### config.mk
export PLATFORM = sky130hd
export DESIGN_NAME = terminal_line_editor
export DESIGN_NICKNAME = d
export VERILOG_FILES = /design/src/rtl/core/tle_pkg.sv /design/src/rtl/core/tle_ram.sv /design/src/rtl/core/tle_seq.sv /design/src/rtl/core/tle_out_stage.sv /design/src/rtl/core/terminal_line_editor.sv
export SDC_FILE = /design/constraint.sdc
export NUM_CORES = 1
export LEC_CHECK = 0
export ABC_AREA = 1
export BUFFER_PORTS_ARGS = -buffer_cell sky130_fd_sc_hd__buf_2
export CAP_MARGIN = 20
export CORE_MARGIN = 2
export CORE_UTILIZATION = 50
export DETAILED_ROUTE_END_ITERATION = 12
export GPL_ROUTABILITY_DRIVEN = 0
export HOLD_SLACK_MARGIN = 0.02
export PLACE_DENSITY = 0.66
export SLEW_MARGIN = 20
export SYNTH_ARGS = -nofsm -noshare
export SYNTH_HDL_FRONTEND = slang
export SYNTH_HIERARCHICAL = 1
export SYNTH_SLANG_ARGS = --single-unit
export TNS_END_PERCENT = 50
### constraint.sdc
create_clock -name clk -period 5.15 [get_ports clk]
set_clock_uncertainty 0.15 [all_clocks]
set_input_delay 0.515 -clock clk [delete_from_list [all_inputs] [get_ports clk]]
set_output_delay 0.515 -clock clk [all_outputs]
set_load 0.01 [all_outputs]
### src/rtl/core/tle_pkg.sv
// ----------------------------------------------------------------------------
// tle_pkg
// Shared constants, widths and types for the terminal line editor.
// ----------------------------------------------------------------------------
package tle_pkg;

    localparam int LINE_MAX = 32;
    localparam int ADDR_W   = (LINE_MAX > 1) ? $clog2(LINE_MAX) : 1;
    localparam int LEN_W    = $clog2(LINE_MAX + 1);

    localparam logic [7:0] CHR_ETX   = 8'h03;
    localparam logic [7:0] CHR_BS    = 8'h08;
    localparam logic [7:0] CHR_LF    = 8'h0A;
    localparam logic [7:0] CHR_CR    = 8'h0D;
    localparam logic [7:0] CHR_SPACE = 8'h20;
    localparam logic [7:0] CHR_CARET = 8'h5E;
    localparam logic [7:0] CHR_UC_C  = 8'h43;
    localparam logic [7:0] CHR_TILDE = 8'h7E;
    localparam logic [7:0] CHR_DEL   = 8'h7F;
    localparam logic [7:0] CHR_NUL   = 8'h00;

    typedef enum logic [1:0] {
        KIND_ECHO = 2'd0,
        KIND_CHAR = 2'd1,
        KIND_END  = 2'd2
    } kind_t;

    typedef struct packed {
        kind_t      kind;
        logic [7:0] out_byte;
        logic       last;
    } result_t;

endpackage

### src/rtl/core/tle_ram.sv
// ----------------------------------------------------------------------------
// tle_ram
// Simple dual-port RAM, one write and one registered read per cycle.
// ----------------------------------------------------------------------------
module tle_ram #(
    parameter int WIDTH = 8,
    parameter int DEPTH = 32
) (
    input  logic                                   clk,
    input  logic                                   we,
    input  logic [((DEPTH > 1) ? $clog2(DEPTH) : 1)-1:0] waddr,
    input  logic [WIDTH-1:0]                       wdata,
    input  logic [((DEPTH > 1) ? $clog2(DEPTH) : 1)-1:0] raddr,
    output logic [WIDTH-1:0]                       rdata
);

    logic [WIDTH-1:0] mem [DEPTH];

    always_ff @(posedge clk)
    begin
        if (we)
        begin
            mem[waddr] <= wdata;
        end
        rdata <= mem[raddr];
    end

endmodule

### src/rtl/core/tle_seq.sv
// ----------------------------------------------------------------------------
// tle_seq
// Byte decoder and result sequencer; keeps the line length and drives the
// line store ports.
// ----------------------------------------------------------------------------
module tle_seq
    import tle_pkg::*;
(
    input  logic              clk,
    input  logic              rst_n,
    input  logic              in_valid,
    output logic              in_stall,
    input  logic [7:0]        rx_byte,
    output logic              mem_we,
    output logic [ADDR_W-1:0] mem_waddr,
    output logic [7:0]        mem_wdata,
    output logic [ADDR_W-1:0] mem_raddr,
    input  logic [7:0]        mem_rdata,
    output logic              res_valid,
    output result_t           res,
    input  logic              res_take
);

    typedef enum logic [3:0] {
        ST_IDLE  = 4'b0001,
        ST_ECHO  = 4'b0010,
        ST_CHARS = 4'b0100,
        ST_FINAL = 4'b1000
    } state_t;

    typedef enum logic [1:0] {
        ECHO_PRINT   = 2'd0,
        ECHO_NEWLINE = 2'd1,
        ECHO_ERASE   = 2'd2,
        ECHO_CANCEL  = 2'd3
    } echo_seq_t;

    function automatic logic [1:0] echo_last_pos(input echo_seq_t seq);
        logic [1:0] p;
        case (seq)
            ECHO_PRINT:   p = 2'd0;
            ECHO_NEWLINE: p = 2'd1;
            ECHO_ERASE:   p = 2'd2;
            default:      p = 2'd3;
        endcase
        return p;
    endfunction

    function automatic logic [7:0] echo_char(input echo_seq_t seq, input logic [1:0] pos,
                                             input logic [7:0] held);
        logic [7:0] c;
        c = CHR_NUL;
        case (seq)
            ECHO_PRINT:   c = held;
            ECHO_NEWLINE: c = (pos == 2'd0) ? CHR_CR : CHR_LF;
            ECHO_ERASE:   c = (pos == 2'd1) ? CHR_SPACE : CHR_BS;
            default:
            begin
                case (pos)
                    2'd0:    c = CHR_CARET;
                    2'd1:    c = CHR_UC_C;
                    2'd2:    c = CHR_CR;
                    default: c = CHR_LF;
                endcase
            end
        endcase
        return c;
    endfunction

    state_t      state_reg, state_next;
    echo_seq_t   seq_reg, seq_next;
    logic [1:0]  pos_reg, pos_next;
    logic [7:0]  held_reg, held_next;
    logic        then_chars_reg, then_chars_next;
    logic        then_final_reg, then_final_next;
    logic [LEN_W-1:0]  len_reg, len_next;
    logic [LEN_W-1:0]  count_reg, count_next;
    logic [ADDR_W-1:0] idx_reg, idx_next;
    logic        accept;
    logic        advance;
    logic        echo_done;
    logic        chars_done;

    assign in_stall  = (state_reg != ST_IDLE);
    assign accept    = in_valid && (state_reg == ST_IDLE);
    assign res_valid = (state_reg != ST_IDLE);
    assign advance   = res_valid && res_take;
    assign echo_done  = (pos_reg == echo_last_pos(seq_reg));
    assign chars_done = (LEN_W'(idx_reg) == count_reg - LEN_W'(1));

    assign mem_waddr = ADDR_W'(len_reg);
    assign mem_wdata = rx_byte;
    assign mem_raddr = idx_next;

    always_comb
    begin
        res.kind     = KIND_ECHO;
        res.out_byte = CHR_NUL;
        res.last     = 1'b0;
        unique case (state_reg)
            ST_IDLE:
            begin
                res.kind = KIND_ECHO;
            end
            ST_ECHO:
            begin
                res.kind     = KIND_ECHO;
                res.out_byte = echo_char(seq_reg, pos_reg, held_reg);
                res.last     = echo_done && !then_chars_reg && !then_final_reg;
            end
            ST_CHARS:
            begin
                res.kind     = KIND_CHAR;
                res.out_byte = mem_rdata;
            end
            ST_FINAL:
            begin
                res.kind = KIND_END;
                res.last = 1'b1;
            end
        endcase
    end

    always_comb
    begin
        state_next      = state_reg;
        seq_next        = seq_reg;
        pos_next        = pos_reg;
        held_next       = held_reg;
        then_chars_next = then_chars_reg;
        then_final_next = then_final_reg;
        len_next        = len_reg;
        count_next      = count_reg;
        idx_next        = idx_reg;
        mem_we          = 1'b0;

        unique case (state_reg)
            ST_IDLE:
            begin
                idx_next = '0;
                pos_next = '0;
                if (accept)
                begin
                    unique case (rx_byte) inside
                        CHR_CR, CHR_LF:
                        begin
                            seq_next        = ECHO_NEWLINE;
                            then_chars_next = (len_reg != '0);
                            then_final_next = 1'b1;
                            count_next      = len_reg;
                            len_next        = '0;
                            state_next      = ST_ECHO;
                        end
                        CHR_DEL, CHR_BS:
                        begin
                            if (len_reg != '0)
                            begin
                                seq_next        = ECHO_ERASE;
                                then_chars_next = 1'b0;
                                then_final_next = 1'b0;
                                len_next        = len_reg - LEN_W'(1);
                                state_next      = ST_ECHO;
                            end
                        end
                        CHR_ETX:
                        begin
                            seq_next        = ECHO_CANCEL;
                            then_chars_next = 1'b0;
                            then_final_next = 1'b1;
                            len_next        = '0;
                            state_next      = ST_ECHO;
                        end
                        [CHR_SPACE:CHR_TILDE]:
                        begin
                            if (len_reg < LEN_W'(LINE_MAX))
                            begin
                                mem_we          = 1'b1;
                                held_next       = rx_byte;
                                seq_next        = ECHO_PRINT;
                                then_chars_next = 1'b0;
                                then_final_next = 1'b0;
                                len_next        = len_reg + LEN_W'(1);
                                state_next      = ST_ECHO;
                            end
                        end
                        default:
                        begin
                            state_next = ST_IDLE;
                        end
                    endcase
                end
            end
            ST_ECHO:
            begin
                if (advance)
                begin
                    if (!echo_done)
                    begin
                        pos_next = pos_reg + 2'd1;
                    end
                    else if (then_chars_reg)
                    begin
                        state_next = ST_CHARS;
                    end
                    else if (then_final_reg)
                    begin
                        state_next = ST_FINAL;
                    end
                    else
                    begin
                        state_next = ST_IDLE;
                    end
                end
            end
            ST_CHARS:
            begin
                if (advance)
                begin
                    if (chars_done)
                    begin
                        state_next = ST_FINAL;
                    end
                    else
                    begin
                        idx_next = idx_reg + ADDR_W'(1);
                    end
                end
            end
            ST_FINAL:
            begin
                if (advance)
                begin
                    state_next = ST_IDLE;
                end
            end
        endcase
    end

    always_ff @(posedge clk or negedge rst_n)
    begin
        if (!rst_n)
        begin
            state_reg      <= ST_IDLE;
            len_reg        <= '0;
            pos_reg        <= '0;
            idx_reg        <= '0;
            count_reg      <= '0;
            then_chars_reg <= 1'b0;
            then_final_reg <= 1'b0;
            seq_reg        <= ECHO_PRINT;
        end
        else
        begin
            state_reg      <= state_next;
            len_reg        <= len_next;
            pos_reg        <= pos_next;
            idx_reg        <= idx_next;
            count_reg      <= count_next;
            then_chars_reg <= then_chars_next;
            then_final_reg <= then_final_next;
            seq_reg        <= seq_next;
        end
    end

    always_ff @(posedge clk)
    begin
        held_reg <= held_next;
    end

    a_len_bound: assert property (@(posedge clk) disable iff (!rst_n)
        len_reg <= LEN_W'(LINE_MAX))
        else $error("line length beyond capacity");

    a_chars_nonempty: assert property (@(posedge clk) disable iff (!rst_n)
        (state_reg == ST_CHARS) |-> (count_reg != '0) && (LEN_W'(idx_reg) < count_reg))
        else $error("line read outside held characters");

    a_line_end_clears: assert property (@(posedge clk) disable iff (!rst_n)
        accept && (rx_byte == CHR_CR || rx_byte == CHR_LF || rx_byte == CHR_ETX)
        |=> (len_reg == '0) && (state_reg == ST_ECHO))
        else $error("line end did not clear the line");

    a_final_to_idle: assert property (@(posedge clk) disable iff (!rst_n)
        (state_reg == ST_FINAL) && advance |=> (state_reg == ST_IDLE))
        else $error("end marker not followed by idle");

endmodule

### src/rtl/core/tle_out_stage.sv
// ----------------------------------------------------------------------------
// tle_out_stage
// Output register between the sequencer and the result channel.
// ----------------------------------------------------------------------------
module tle_out_stage
    import tle_pkg::*;
(
    input  logic       clk,
    input  logic       rst_n,
    input  logic       res_valid,
    input  result_t    res,
    output logic       res_take,
    output logic       out_valid,
    input  logic       out_stall,
    output logic [1:0] kind,
    output logic [7:0] out_byte,
    output logic       last
);

    logic    valid_reg;
    result_t data_reg;

    assign res_take  = !valid_reg || !out_stall;
    assign out_valid = valid_reg;
    assign kind      = data_reg.kind;
    assign out_byte  = data_reg.out_byte;
    assign last      = data_reg.last;

    always_ff @(posedge clk or negedge rst_n)
    begin
        if (!rst_n)
        begin
            valid_reg <= 1'b0;
        end
        else if (res_take)
        begin
            valid_reg <= res_valid;
        end
    end

    always_ff @(posedge clk)
    begin
        if (res_take && res_valid)
        begin
            data_reg <= res;
        end
    end

endmodule

### src/rtl/core/terminal_line_editor.sv
// ----------------------------------------------------------------------------
// terminal_line_editor
// Line editor with echo: printable bytes are stored and echoed, BS/DEL erase,
// Ctrl-C abandons the line, CR/LF streams the completed line.
// The first result of an item passes the sequencer state register and then
// the output register. Throughput: one result per cycle while out_stall is
// low; no new byte is accepted until the sequencer is back in idle, once the
// last result of the item has been taken. Reset clears the line length; store
// contents are undefined and need no clearing pass.
// ----------------------------------------------------------------------------
module terminal_line_editor
    import tle_pkg::*;
(
    input  logic       clk,
    input  logic       rst_n,
    input  logic       in_valid,
    output logic       in_stall,
    input  logic [7:0] rx_byte,
    output logic       out_valid,
    input  logic       out_stall,
    output logic [1:0] kind,
    output logic [7:0] out_byte,
    output logic       last
);

    logic              mem_we;
    logic [ADDR_W-1:0] mem_waddr;
    logic [7:0]        mem_wdata;
    logic [ADDR_W-1:0] mem_raddr;
    logic [7:0]        mem_rdata;
    logic              res_valid;
    result_t           res;
    logic              res_take;

    tle_ram #(
        .WIDTH (8),
        .DEPTH (LINE_MAX)
    ) u_line_ram (
        .clk   (clk),
        .we    (mem_we),
        .waddr (mem_waddr),
        .wdata (mem_wdata),
        .raddr (mem_raddr),
        .rdata (mem_rdata)
    );

    tle_seq u_seq (
        .clk       (clk),
        .rst_n     (rst_n),
        .in_valid  (in_valid),
        .in_stall  (in_stall),
        .rx_byte   (rx_byte),
        .mem_we    (mem_we),
        .mem_waddr (mem_waddr),
        .mem_wdata (mem_wdata),
        .mem_raddr (mem_raddr),
        .mem_rdata (mem_rdata),
        .res_valid (res_valid),
        .res       (res),
        .res_take  (res_take)
    );

    tle_out_stage u_out (
        .clk       (clk),
        .rst_n     (rst_n),
        .res_valid (res_valid),
        .res       (res),
        .res_take  (res_take),
        .out_valid (out_valid),
        .out_stall (out_stall),
        .kind      (kind),
        .out_byte  (out_byte),
        .last      (last)
    );

endmodule

==> results.env, run 1 <==
SYNTH-EDFF-COUNT=275
SYNTH.YOSYS.WARNINGS=6
COREAREA_UM2=27030
CTS_REPAIR_RESIZE_COUNT=0
REGMOSTFLOPS='u_line_ram/mem'
TOTALPOWERFINAL_mW=7.327
FILLER_CELL_COUNT=2279
RELATIVE_AREA_CHANGE_FROM_SYNTHESIS_TO_FINAL_LAYOUT_PCT=8.413
SYN_INST=1283
FRACTION_OF_LAYOUT_INSTANCES_USING_A_DRIVE_STRENGTH_ABOVE_1=0.08855
CTS_BUFFERS=34
POST-ROUTE-PERIOD-UTIL=0.7764
CLOCK_LATENCY_NS=0.50
MIN_PERIOD_NS=3.998
PLACE.PORT_BUFFERS=24
CRITPATHMAXFANOUT=72
CP-END-KIND='register'
DIE_HEIGHT_UM=170.0
DPL_CELL_AREA_UM2=13900
MULTI_INPUT_GATE_AREA_UM2=3887
TIGHTESTPINTRANSITION_NS=1.021
COUNT_OF_PINS_OVER_THEIR_SLEW_LIMIT=0
FIN_NETS=1313
POWER.DENSITY_nW_PER_UM2=490.8
TRITONCTS_CLOCK_TREE='built'
IRDROPWORSTVDD_mV=0.2848
WL_PER_CELL_UM=19.39
TNS_NS=0
FINAL_AREA_UM2=14930
ROW_COUNT=60
VIAS_PER_CELL=5.607
DIE-AREA_UM2=28880
CTS_SETUP_BUFFERS=0
WORSTREG2REGSTART='u_seq/count_reg[0]'
POWER.STATIC_LEAKAGE_nW=5.711
LAYOUT.AREA.SEQ_UM2=9120
DRC_VIOLATION_TOTAL_AFTER_THE_FIRST_TRITONROUTE_ITERATION=1067
MIN_DELAY_STARTPOINT='out_stall'
NUM_VIAS=9257
CLKTRANSATPATHREGS_NS=0.06
MAX_CAP_VIOLATIONS=0
MIN_DELAY_PATH_CLASS='input pin to register'
CTS_HTREE_LEVELS=2
CTSHOLDBUFFERS=1
TOTALWIRELENGTH_UM=32010
RSZ0062_AT_GRT='no'
WORSTSETUPSTARTPOINTTYPE='register'
CRITPATHKIND='register to register'
SEQ_AREA_FRAC_SYNTH=0.6623
ASYNC_RESET_FF_FRAC=0.09003
FIRST_GLOBAL_VIAS=8798
CP_DATA_REQUIRED_TIME_NS=5.43
SYNTHESIS.AREA_PER_INSTANCE_UM2=10.73
ANTENNA_VIOLATIONS_BEFORE_REPAIR=0
TIMING.REG2REG.SETUP_SLACK_NS=1.15
MAX_CLOCK_FREQ_GHz=0.2501
FINAL-HOLD-VIOLATION-COUNT=0
TIMING.FINAL.SETUP_VIOLATIONS=0
OUTCOME='complete, no violations'
INITIAL_CORE_UTIL=0.5095
LARGEST_REG_FLOPS=256
GRT_MAX_DEGREE=73
MAX_SLEW_MARGIN=0.3194
POST-DP-HPWL_UM=19130
SYNTH.NET_COUNT=1310
DIODES=0
LAYOUT.CELLS.MOST_COMMON='nand2_1'
ANT_NETS=0
GR-TOTAL-OVERFLOW=0
GRT_FIRST_PASS_WIRELENGTH_UM=49580
CTS.SINK_COUNT=311
TIMING.REG2REG.WORST_PATH_DEPTH=23
CLK_PATH_BUF_DEPTH=3
DRT-PASS1-ITER-COUNT=7
CRITPATHARRIVALTIME_NS=4.28
GROUTE.USAGE.OVERALL=0.2247
SYNTH_TOP_FLOP_CELL='edfxtp_1'
SYNTH.DISTINCT_CELLS=42
DETAIL_ROUTE.DRC_VIOLATIONS=0
HOLD-PATH-CELL-COUNT=3
DIE_WIDTH_UM=170.0
POSTSYNTHREGISTERBITS=311
REG2REG_TO='u_line_ram/rdata[6]'
WHS_ENDPOINT='u_out/out_valid'
SYN_AREA_UM2=13770
FLOORPLAN.IO_PINS=25
MOST-COMMON-LAYOUT-CELLS='nand2_1 (445), edfxtp_1 (275), nand3_1 (229)'
CTS_ROOT_BUFFER='clkbuf_16'
## cell families (layout without fill, tap and decap cells)
logic type | Yosys count | count (layout) | synth area share
and+or+nand+nor | 770 | 770 | 0.2401
DFF | 311 | 311 | 0.6623
buffers and inverters | 129 | 156 | 0.05615
AOI/OAI and AO/OA | 54 | 54 | 0.02480
adders and majority gates | 15 | 15 | 0.01417
xor gates and xnor gates | 4 | 4 | 0.002545
## area by class of cell
| cell class | instances | share of cell area |
|---|---|---|
| Multi-Input combinational cell | 843 | 0.2604 |
| Sequential cell | 311 | 0.6109 |
| Tap cell | 341 | 0.02858 |
| Timing Repair Buffer | 38 | 0.01693 |
| Clock buffer | 47 | 0.06302 |
| Inverter | 58 | 0.01509 |
| Clock inverter | 13 | 0.005112 |
## report_power, final
group | internal, mW | leakage [nW] | switching, mW
combinational | 0.603 | 2.33 | 1.45
clock | 1.28 | 0.493 | 0.916
sequential | 2.94 | 2.89 | 0.142
total | 4.82 | 5.71 | 2.51
## worst max-delay path: stages (launching register included)
cell	delay, ns
dfrtp_1	0.37
inv_1	0.18
ha_1	0.30
inv_1	0.06
nand2_1	0.05
nand2_1	0.06
nor2_1	0.04
nand2_1	0.04
nor2_1	0.04
nand3_1	0.17
nand3_1	0.15
o21ai_0	0.12
nand2_1	0.08
clkinv_2	0.06
buf_4	0.48
buf_4	0.70
nand2_1	0.10
nand3_1	0.15
nand3_1	0.12
nand2_1	0.14
nand2_1	0.07
nand2_1	0.07
nand2_1	0.06
nand2_1	0.09
## worst max-delay path by stage
stage | start | to | slack, ns | depth (start not counted)
after detailed placement | rx_byte[5] | u_line_ram/mem[5][4] | 1.05 | 10
after floorplan | u_seq/count_reg[0] | u_line_ram/rdata[6] | 2.59 | 20
final | u_seq/count_reg[0] | u_line_ram/rdata[6] | 1.15 | 23
after CTS | u_seq/count_reg[0] | u_line_ram/rdata[3] | 1.22 | 23
after global routing | u_seq/count_reg[0] | u_line_ram/rdata[6] | 0.76 | 23
after global placement | rx_byte[7] | u_line_ram/mem[0][6] | 1.07 | 10
## metal layers
layer	GRT usage	vias to the layer above	routed length, µm
li1	-	4386	-
met2	0.3681	344	14930
met1	0.3176	4465	14240
met5	0	-	0
met3	0.03349	62	2151
met4	0.05760	0	684
## metrics by stage
step                std cells  hold slack (ns)    util  setup slack, ns
global placement         1590           0.3524  0.5143            1.066
finish                   1651           0.1136  0.5524            1.152
global route             1651           0.1379  0.5524           0.7579
CTS                      1651           0.1028  0.5524            1.223
detailed placement       1590           0.3738  0.5144            1.052
floorplan                1283          0.06941       -            2.595
## synth_stat cells (5+ instances only)
| cell type | n | share of area |
|---|---|---|
| nand2_1 | 445 | 0.12 |
| edfxtp_1 | 275 | 0.60 |
| nand3_1 | 229 | 0.083 |
| nor2_1 | 63 | 0.017 |
| inv_1 | 53 | 0.014 |
| dfrtp_1 | 27 | 0.049 |
| buf_6 | 24 | 0.020 |
| o21ai_0 | 20 | 0.0073 |
| buf_4 | 18 | 0.0098 |
| buf_2 | 17 | 0.0062 |
| ha_1 | 14 | 0.013 |
| nand2_2 | 10 | 0.0045 |
| a21oi_1 | 9 | 0.0033 |
| dfxtp_1 | 8 | 0.012 |
| nand4_1 | 8 | 0.0036 |
| o21ai_2 | 8 | 0.0051 |
| clkbuf_1 | 7 | 0.0019 |
| nor3_1 | 5 | 0.0018 |
Note: power is estimated with default switching activity, not from simulation.
==> run 2, diff against run 1 <==
==> constraint.sdc (replaced) <==
create_clock -name clk -period 4.19 [get_ports clk]
set_clock_uncertainty 0.15 [all_clocks]
set_input_delay 0.419 -clock clk [delete_from_list [all_inputs] [get_ports clk]]
set_output_delay 0.419 -clock clk [all_outputs]
set_load 0.01 [all_outputs]
==> results.env, run 2 (same netlist as run 1, synthesis figures left out) <==
OUTCOME='complete, no violations'
CRIT_SLOWEST_CELL='clkinv_2'
DRC_VIOLATION_TOTAL_AFTER_THE_FIRST_TRITONROUTE_ITERATION=1039
MIN_PERIOD_NS=3.545
FINAL_CORE_UTILIZATION=0.5557
RSZ0062_AT_GRT='no'
MIN_DELAY_STARTPOINT='in_valid'
FILLER_CELL_COUNT=2294
INITIAL_CORE_UTIL=0.5095
GROUTE.USAGE.OVERALL=0.2268
WORSTSETUPSTARTPOINTTYPE='register'
TNS_NS=0
GLOBALROUTE.BUSIESTLAYER='met2'
TIGHTESTPINTRANSITION_NS=0.9869
VIAS_PER_CELL=5.662
COUNT_OF_PINS_OVER_THEIR_SLEW_LIMIT=0
CP_DATA_REQUIRED_TIME_NS=4.44
CPMOSTUSEDCELL='nand2_1'
DIE_HEIGHT_UM=170.0
CLOCK_LATENCY_NS=0.51
SETUP_SLACK_NS=0.6453
DETAIL_ROUTE.DRC_VIOLATIONS=0
CRITPATHKIND='register to register'
MULTI_INPUT_GATE_AREA_UM2=3887
TIMING.FINAL.SETUP_VIOLATIONS=0
FRACTION_OF_LAYOUT_INSTANCES_USING_A_DRIVE_STRENGTH_ABOVE_1=0.09401
FIRST_GLOBAL_VIAS=8910
CTS_SETUP_BUFFERS=0
DRT-PASS1-ITER-COUNT=5
DIE-AREA_UM2=28880
CTSHOLDBUFFERS=2
COREAREA_UM2=27030
TOTALWIRELENGTH_UM=32240
CPPEAKSTAGEDELAY_NS=0.42
FLOORPLAN.IO_PINS=25
CTS_ROOT_BUFFER='clkbuf_16'
MOST-COMMON-LAYOUT-CELLS='nand2_1 (445), edfxtp_1 (275), nand3_1 (229)'
FINAL_AREA_UM2=15020
MAX_CLOCK_FREQ_GHz=0.2821
ANT_NETS=0
WL_PER_CELL_UM=19.42
MAX_CAP_VIOLATIONS=0
RELATIVE_AREA_CHANGE_FROM_SYNTHESIS_TO_FINAL_LAYOUT_PCT=9.059
CTS_BUFFERS=34
LAYOUT.CELLS.MOST_COMMON='nand2_1'
DIE_WIDTH_UM=170.0
PLACE.PORT_BUFFERS=24
GR-TOTAL-OVERFLOW=0
DIODES=0
CTS_HTREE_LEVELS=2
DPL.CELL_COUNT=1599
CTS_REPAIR_RESIZE_COUNT=0
MET3_TRACK_USAGE_GR=0.03605
NUM_VIAS=9399
MAX_SLEW_MARGIN=0.3421
LARGEST_REG_FLOPS=256
REGMOSTFLOPS='u_line_ram/mem'
WORSTREG2REGSTART='u_seq/count_reg[0]'
POWER.DENSITY_nW_PER_UM2=598.4
MIN_DELAY_PATH_CLASS='input pin to register'
ROW_COUNT=60
ANTENNA_VIOLATIONS_BEFORE_REPAIR=0
CELL_BY_CELL_TRACE_OF_THE_CRITICAL_PATH='inv_1 -> ha_1 -> nand2_1 -> nor2_1 -> nand2_1 -> nand2_1 -> nor2_1 -> nand3_1 -> nand3_1 -> o21ai_0 -> nand2_1 -> clkinv_2 -> clkinv_2 -> buf_4 -> nand2_1 -> nand3_1 -> nand3_1 -> nand2_1 -> nand2_1 -> nand2_1 -> nand2_1 -> nand2_1'
CRITPATHARRIVALTIME_NS=3.79
LAYOUT.AREA.SEQ_UM2=9120
POST-ROUTE-PERIOD-UTIL=0.8460
CLK_PATH_BUF_DEPTH=3
DETAILEDPLACE.WORSTSLACK_NS=0.7133
CRITICAL_PATH.STARTPOINT='u_seq/count_reg[0]'
CTS.SINK_COUNT=311
FIN_NETS=1323
CP-END-KIND='register'
CLKTRANSATPATHREGS_NS=0.06
STDCELL_COUNT=1660
FINAL-HOLD-VIOLATION-COUNT=0
GRT_FIRST_PASS_WIRELENGTH_UM=50090
GRT_MAX_DEGREE=130
CRITPATHMAXFANOUT=33
DPL_CELL_AREA_UM2=13990
USE_MET1=0.3140
IRDROPWORSTVDD_mV=0.3790
TRITONCTS_CLOCK_TREE='built'
MET2_USAGE=0.3755
POWER.STATIC_LEAKAGE_nW=5.763
POST-DP-HPWL_UM=19310
run 2: stage by stage:
step	hold slack, ns	total power [mW]
floorplan	-0.02659	5.751
global placement	0.3479	6.267
detailed placement	0.3444	6.296
CTS	0.06928	9.017
global route	0.08782	9.456
finish	0.07198	8.986
run 2: report_power, final:
part           internal [mW]  switching (mW)
logic                  0.753            1.70
registers               3.61           0.192
clock network           1.59            1.14
total                   5.95            3.03
run 2: layer usage:
layer  up-vias  part of all wire
li1       4400                 -
met1      4532              0.43
met2       418              0.48
met3        49             0.076
met4         0             0.020
met5         -                 0
run 2: worst paths after layout:
check	endpoint	slack, ns	cells past startpoint
hold reg to reg	u_out/out_valid	0.36	2
min in group asynchronous	u_seq/state_reg[1]	0.34	2
setup reg to reg	u_line_ram/rdata[2]	0.65	22
hold / removal	u_seq/state_reg[0]	0.07	4
max in group asynchronous	u_seq/idx_reg[0]	3.11	2
setup / recovery	u_line_ram/rdata[2]	0.65	22
run 2: critical path, delay by kind of cell, from the launching register on:
kind / cells / cell delay (ns)
flip-flops: 1 / 0.37
adder cells (fa/ha/maj): 1 / 0.25
buffers and inverters: 4 / 1.06
AND/OR/NAND/NOR: 16 / 1.47
AO/OA/AOI/OAI: 1 / 0.12
run 2: cell type report:
cell class	count	share of cell area
multi-input combinational	843	0.2589
sequential	311	0.6073
clock inverter	15	0.006415
inverter	58	0.01483
clock buffer	44	0.06057
timing repair buffer	48	0.02366
tap	341	0.02841
